`config.mk`:
```
export PLATFORM = sky130hd
export DESIGN_NAME = cgl_front
export DESIGN_NICKNAME = d
export VERILOG_FILES = /design/src/sv/cgl_pkg.sv /design/src/sv/cgl_front.sv
export SDC_FILE = /design/constraint.sdc
export NUM_CORES = 1
export LEC_CHECK = 0
export BUFFER_PORTS_ARGS = -buffer_cell sky130_fd_sc_hd__clkbuf_2
export CORE_MARGIN = 2
export CORE_UTILIZATION = 55
export CTS_BUF_LIST = sky130_fd_sc_hd__clkbuf_4 sky130_fd_sc_hd__clkbuf_8
export DETAILED_ROUTE_END_ITERATION = 8
export PLACE_DENSITY = 0.82
export SLEW_MARGIN = 20
export SYNTH_ARGS = -nofsm -noshare
export SYNTH_HDL_FRONTEND = slang
export SYNTH_SLANG_ARGS = --single-unit
```
`constraint.sdc`:
```
create_clock -name i_clk -period 13.6 [get_ports i_clk]
set_input_delay 1.36 -clock i_clk [delete_from_list [all_inputs] [get_ports i_clk]]
set_output_delay 1.36 -clock i_clk [all_outputs]
set_load 0.02 [all_outputs]
```
`src/sv/cgl_pkg.sv`:
```
`timescale 1ns / 1ps
// ----------------------------------------------------------------------------
// cgl_pkg
// Shared types and constants for the coincidence group labeler.
// ----------------------------------------------------------------------------
package cgl_pkg;

    localparam int MAX_KEYS    = 16;
    localparam int KEY_CNT_W   = $clog2(MAX_KEYS + 1);
    localparam int KEY_IDX_W   = (MAX_KEYS > 1) ? $clog2(MAX_KEYS) : 1;
    localparam int TIME_W      = 64;
    localparam int ENERGY_W    = 32;
    localparam int GROUP_W     = 32;
    localparam int ID_W        = 5;
    localparam int S_TDATA_W   = 192;
    localparam int M_TDATA_W   = 48;
    localparam int QUEUE_DEPTH = 2;
    localparam int QUEUE_CNT_W = $clog2(QUEUE_DEPTH + 1);
    localparam int QUEUE_PTR_W = $clog2(QUEUE_DEPTH);

    typedef struct packed {
        logic [TIME_W-1:0]   time_a;
        logic [ENERGY_W-1:0] energy_a;
        logic [TIME_W-1:0]   time_b;
        logic [ENERGY_W-1:0] energy_b;
        logic                same_ab;   // key b equals key a
    } t_item;

    typedef struct packed {
        logic [GROUP_W-1:0] group_number;
        logic [ID_W-1:0]    local_id_a;
        logic [ID_W-1:0]    local_id_b;
        logic               overflow;
    } t_result;

    // ids wider than the output field keep their low bits
    function automatic logic [ID_W-1:0] to_id(input logic [KEY_CNT_W-1:0] v);
        logic [31:0] w;
        w = 32'(v);
        return w[ID_W-1:0];
    endfunction

endpackage

```
`src/sv/cgl_front.sv`:
```
`timescale 1ns / 1ps
// ----------------------------------------------------------------------------
// cgl_front
// Accepts coincidences, flags identical key pairs and buffers them in a
// short queue ahead of the key table.
// ----------------------------------------------------------------------------
module cgl_front (
    input  logic                           i_clk,
    input  logic                           i_rst_n,
    input  logic                           i_s_tvalid,
    output logic                           o_s_tready,
    // time_a[63:0], energy_a[95:64], time_b[159:96], energy_b[191:160]
    input  logic [cgl_pkg::S_TDATA_W-1:0]  i_s_tdata,
    output logic                           o_valid,
    input  logic                           i_ready,
    output cgl_pkg::t_item                 o_item
);
    import cgl_pkg::*;

    t_item                  r_q [QUEUE_DEPTH];
    logic [QUEUE_CNT_W-1:0] r_fill, n_fill;
    logic [QUEUE_PTR_W-1:0] r_wr_ptr, r_rd_ptr;
    t_item                  w_in;
    logic                   w_push, w_pop;

    always_comb begin
        w_in.time_a   = i_s_tdata[63:0];
        w_in.energy_a = i_s_tdata[95:64];
        w_in.time_b   = i_s_tdata[159:96];
        w_in.energy_b = i_s_tdata[191:160];
        w_in.same_ab  = (i_s_tdata[95:0] == i_s_tdata[191:96]);
    end

    assign o_s_tready = (r_fill != QUEUE_CNT_W'(QUEUE_DEPTH));
    assign o_valid    = (r_fill != '0);
    assign o_item     = r_q[r_rd_ptr];
    assign w_push     = i_s_tvalid && o_s_tready;
    assign w_pop      = o_valid && i_ready;

    always_comb begin
        n_fill = r_fill;
        if (w_push && !w_pop) begin
            n_fill = r_fill + 1'b1;
        end else if (!w_push && w_pop) begin
            n_fill = r_fill - 1'b1;
        end
    end

    always_ff @(posedge i_clk) begin
        if (!i_rst_n) begin
            r_fill   <= '0;
            r_wr_ptr <= '0;
            r_rd_ptr <= '0;
        end else begin
            r_fill <= n_fill;
            if (w_push) begin
                r_wr_ptr <= r_wr_ptr + 1'b1;
            end
            if (w_pop) begin
                r_rd_ptr <= r_rd_ptr + 1'b1;
            end
        end
    end

    always_ff @(posedge i_clk) begin
        if (w_push) begin
            r_q[r_wr_ptr] <= w_in;
        end
    end

    a_fill_bound : assert property (@(posedge i_clk) disable iff (!i_rst_n)
        r_fill <= QUEUE_CNT_W'(QUEUE_DEPTH))
        else $error("queue fill above depth");

    a_ptr_gap : assert property (@(posedge i_clk) disable iff (!i_rst_n)
        (r_fill == '0 || r_fill == QUEUE_CNT_W'(QUEUE_DEPTH)) |-> r_wr_ptr == r_rd_ptr)
        else $error("queue pointers disagree with fill");

    a_fill_step : assert property (@(posedge i_clk) disable iff (!i_rst_n)
        (w_push && !w_pop) |=> r_fill == $past(r_fill) + 1'b1)
        else $error("queue fill did not grow on push");

endmodule

```
======== Word level (Yosys, flattened, before mapping) ========
Memories as Yosys holds them, arrays and structs flattened. A register that Yosys moved wholly into a read port is not among the register bits.
Cells that the tools add are included.
storage, ports and cells
  register bits ........................... 4
  bits in latches ......................... 0
  RAM bits ................................ 386
  memory bits (read-only) ................. 0
  bits of input ports ..................... 196
  output and inout bits ................... 195
  logic and storage cells ................. 24
  memories ................................ 1
memories
  memory  depth  width  rd ports  clocked after memory_dff  write ports  RTL line         RTL
  r_q     2      193    1         1                         1            cgl_front.sv:20  t_item r_q [QUEUE_DEPTH];
cells by class
  $add $sub $neg .......................... 4
  multipliers ............................. 0
  divide/modulo/power cells ............... 0
  $lt $le $gt $ge ......................... 0
  eq/ne operators ......................... 2
  shift-type cells ........................ 0
  mux-type cells .......................... 6
  bitwise logic cells ..................... 0
  reductions and logical operators ........ 8
operators by type and width
  operator                                           number
  equality test 96 bit                               1
  logical AND 1 bit                                  4
  two-way mux 1 bit                                  4
  two-way mux 2 bit                                  2
  nonzero test 2 bit                                 2
  adder 1 bit (second input constant)                2
  adder 2 x 1 -> 2 bit (second input constant)       1
  logical NOT 1 bit                                  2
  != test 2 bit (second input constant)              1
  subtractor 2 x 1 -> 2 bit (second input constant)  1

======== Longest topological paths before layout ========
  depth after elaboration ................. 6
  gate-level depth with buffers ........... 7
  depth with buffers taken out ............ 7

======== Worst setup path after synthesis ========
OpenSTA, ideal clock, no wires.
  kind .................................... input to register
  start point ............................. in i_s_tvalid
  end point ............................... reg r_wr_ptr
  library setup time ...................... 0.096 ns
  arrival ................................. 10.124 ns
  required time ........................... 13.504 ns
  slack ................................... 3.380 ns
  cell stages on the path ................. 3
  path buffers ............................ 0
  cells stage by stage .................... nand2_1 nor2_1 o21a_1
on the way
  cells in the longest elaborated chain, start to end .. 1
ends and longest elaborated chain
  item                  RTL line         RTL
  start, declared       cgl_front.sv:10  input logic i_s_tvalid,
  logical AND 1 bit     cgl_front.sv:37  assign w_push = i_s_tvalid && o_s_tready;
  end signal, assigned  cgl_front.sv:57  r_wr_ptr <= r_wr_ptr + 1'b1;
  end, declared         cgl_front.sv:22  logic [QUEUE_PTR_W-1:0] r_wr_ptr, r_rd_ptr;
No other way between the ends.
A chain may end at the register's enable or synchronous reset.

==> results.sh <==
export IMPL_wl_per_cell_um=21.2
export IMPL_ant_nets=0
export IMPL_synthArstFlopShare_pct=0
export IMPL_fin_crit_ns=4.39
export IMPL_grt_pass1_wl_um=48300
export IMPL_die_h_um=170
export IMPL_hpwl_um=22900
export IMPL_place_area_mm2=0.0175
export IMPL_clock_latency_ns=0.58
export IMPL_crit_buf_inv=2
export IMPL_period_share_pct=32.3
export IMPL_tns_ns=0
export IMPL_status="finished clean"
export IMPL_power_mw=3.39
export IMPL_grt_pass1_vias=8752
export IMPL_wirelength_um=33400
export IMPL_cts_max_level=2
export IMPL_drive_gt1_share_pct=55.6
export IMPL_slew_headroom_pct=26.2
export IMPL_vias=8344
export IMPL_drc=0
export IMPL_cts_max_path_buffers=3
export IMPL_required_ns=12.24
export IMPL_portBuffers=390
export IMPL_critical_path_top_delay_family="buffers and inverters"
export IMPL_track_usage_pct=22.4
export IMPL_leakage_nw=6.92
export IMPL_synth_cell_types=23
export IMPL_skew_ns=0.0207
export IMPL_finalNetCount=1386
export IMPL_antenna_found_initial=0
export IMPL_synth_area_leaders="edfxtp_1, mux2_2, xnor2_1"
export IMPL_finalHoldWorstSlack_ns=0.526
export IMPL_hold_class="reg2reg"
export IMPL_cp_start_kind="register"
export IMPL_clock_sinks=391
export IMPL_yosysTopAreaCell="edfxtp_1"
export IMPL_fin_ws_ns=9.21
export IMPL_synthTopCellsByCount="edfxtp_1, mux2_2, xnor2_1"
export IMPL_ir_drop_uv=134
export IMPL_finish_cell_count_without_fillers=1575
export IMPL_place_congestion=0.772
export IMPL_worstSetupEndpointType="primary output"
export IMPL_start_util_pct=56.2
export IMPL_final_hold_violation_count=0
export IMPL_drtIter0Drc=455
export IMPL_finalSetupViolCount=0
export IMPL_avgSynthCellArea_um2=20.2
export IMPL_crit_path_top_delay_cell="buf_4"
export IMPL_cts_tree="built"
export IMPL_ys_seq_area_share_pct=77.0
export IMPL_grt_max_degree=81
export IMPL_core_area_mm2=0.0270
export IMPL_ioPinCount=391
export IMPL_synth_top_area_share_pct=76.3
export IMPL_slew_viol_final=0
export IMPL_synth_cells=752
export IMPL_synth_yosys_warnings=0
export IMPL_overflow=0
export IMPL_clk_pin_slew_ns=0.06
export IMPL_yosys_register_bits=391
export IMPL_cts_resized=0
export IMPL_dieWidth_um=170
export IMPL_crit_fanout=80
export IMPL_rsz0062_at_grt="no"
export IMPL_cp_cell_sequence="buf_4 -> mux2_2 -> clkbuf_2"
export IMPL_power_density_mw_per_mm2=182
export IMPL_yosysMostFrequentCell="edfxtp_1"
export IMPL_std_cell_rows=60
export IMPL_max_stage_delay_ns=0.87
export IMPL_die_area_mm2=0.0290
export IMPL_utilization_pct=68.8
export IMPL_clockRootBuffer="clkbuf_8"
export IMPL_arrival_ns=3.03
export IMPL_cts_buffers=59
export IMPL_synthesis_area_mm2=0.0152
export IMPL_clock_fmax_mhz=228
export IMPL_syn_nets=949
export IMPL_design_area_mm2=0.0186
export IMPL_pre_cts_slack_ns=9.83
export IMPL_worst_pin_slew_ns=1.11
export IMPL_dr_pass1_iters=4
export IMPL_dp_cells=1469
export IMPL_synth_edf_count=386
export IMPL_post_cts_buffers=0
export IMPL_synth_main_ff_cell="edfxtp_1"
export IMPL_holdBufCountCts=0
export IMPL_viasPerCell=5.30
export IMPL_syn2layout_area_growth_pct=22.4
export IMPL_worstSetupPathType="reg2out"
export IMPL_cap_violations=0
per-layer routing:
metal	global-route usage, %	up-vias	wire length [um]
li1	-	3832	-
met1	25.5	4084	12400
met2	38.9	360	16800
met4	8.70	0	1060
met3	7.86	68	3150
met5	0	-	0
path summary, 6_finish.rpt:
check	startpoint	slack, ns	endpoint	cells past startpoint
worst max-delay path	register	9.21	o_item[161]	3
worst min-delay path	r_fill[1]	0.53	r_fill[1]	2
worst max register to register	r_fill[0]	10.78	r_q[0][98]	5
worst min register to register	r_fill[1]	0.53	r_fill[1]	2
power by group:
group | leakage (nW) | internal, mW | total [mW] | switching (mW)
logic | 2.70 | 0.359 | 0.936 | 0.577
clock network | 0.573 | 0.470 | 0.889 | 0.419
registers | 3.65 | 1.51 | 1.56 | 0.0556
total | 6.92 | 2.34 | 3.39 | 1.05
area by class of cell:
| cell class | count | area, um^2 |
|---|---|---|
| sequential | 391 | 11700 |
| antenna | 1 | 2.50 |
| inverter | 1 | 3.75 |
| timing repair buffer | 397 | 2000 |
| clock inverter | 21 | 97.6 |
| fill | 1800 | 8440 |
| tap | 341 | 427 |
| clock buffer | 84 | 1000 |
| multi-input combinational | 339 | 3360 |
cells by family after synthesis:
| logic type | synth area share (%) |
|---|---|
| multiplexers | 14.3 |
| buffers and inverters | 0.997 |
| flip-flops | 77.0 |
| AND/OR/NAND/NOR | 1.79 |
| XOR/XNOR | 5.71 |
| AO/OA/AOI/OAI | 0.132 |
| adder cells (fa/ha/maj) | 0.0824 |
cells in the final DEF, fill, tap and decap left out, types with 2 or more instances in the layout:
| cell | synthesis | final |
|---|---|---|
| clkbuf_2 | 0 | 390 |
| edfxtp_1 | 386 | 386 |
| mux2_2 | 193 | 193 |
| xnor2_1 | 66 | 66 |
| clkbuf_8 | 0 | 59 |
| xor2_1 | 33 | 33 |
| clkbuf_4 | 0 | 25 |
| nand4_1 | 19 | 19 |
| clkinv_1 | 0 | 14 |
| nor4_1 | 11 | 11 |
| buf_4 | 17 | 7 |
| and2_1 | 4 | 4 |
| clkinvlp_4 | 0 | 4 |
| dfxtp_1 | 5 | 4 |
| clkinv_2 | 0 | 3 |
| nand2_1 | 2 | 2 |
state kept, by name, summed over array words and instances, names as in the netlist, named ones only:
signal    count
r_rd_ptr      1
r_q         386
r_wr_ptr      1
r_fill        2
worst reg2reg max path, cell delays in order, from the launching register on:
cell      delay [ns]
dfxtp_1         0.39
nand2b_1        0.18
nand2_1         0.12
nor2_4          0.28
buf_4           0.52
buf_4           0.89
Power figures use the tool's default switching activity.
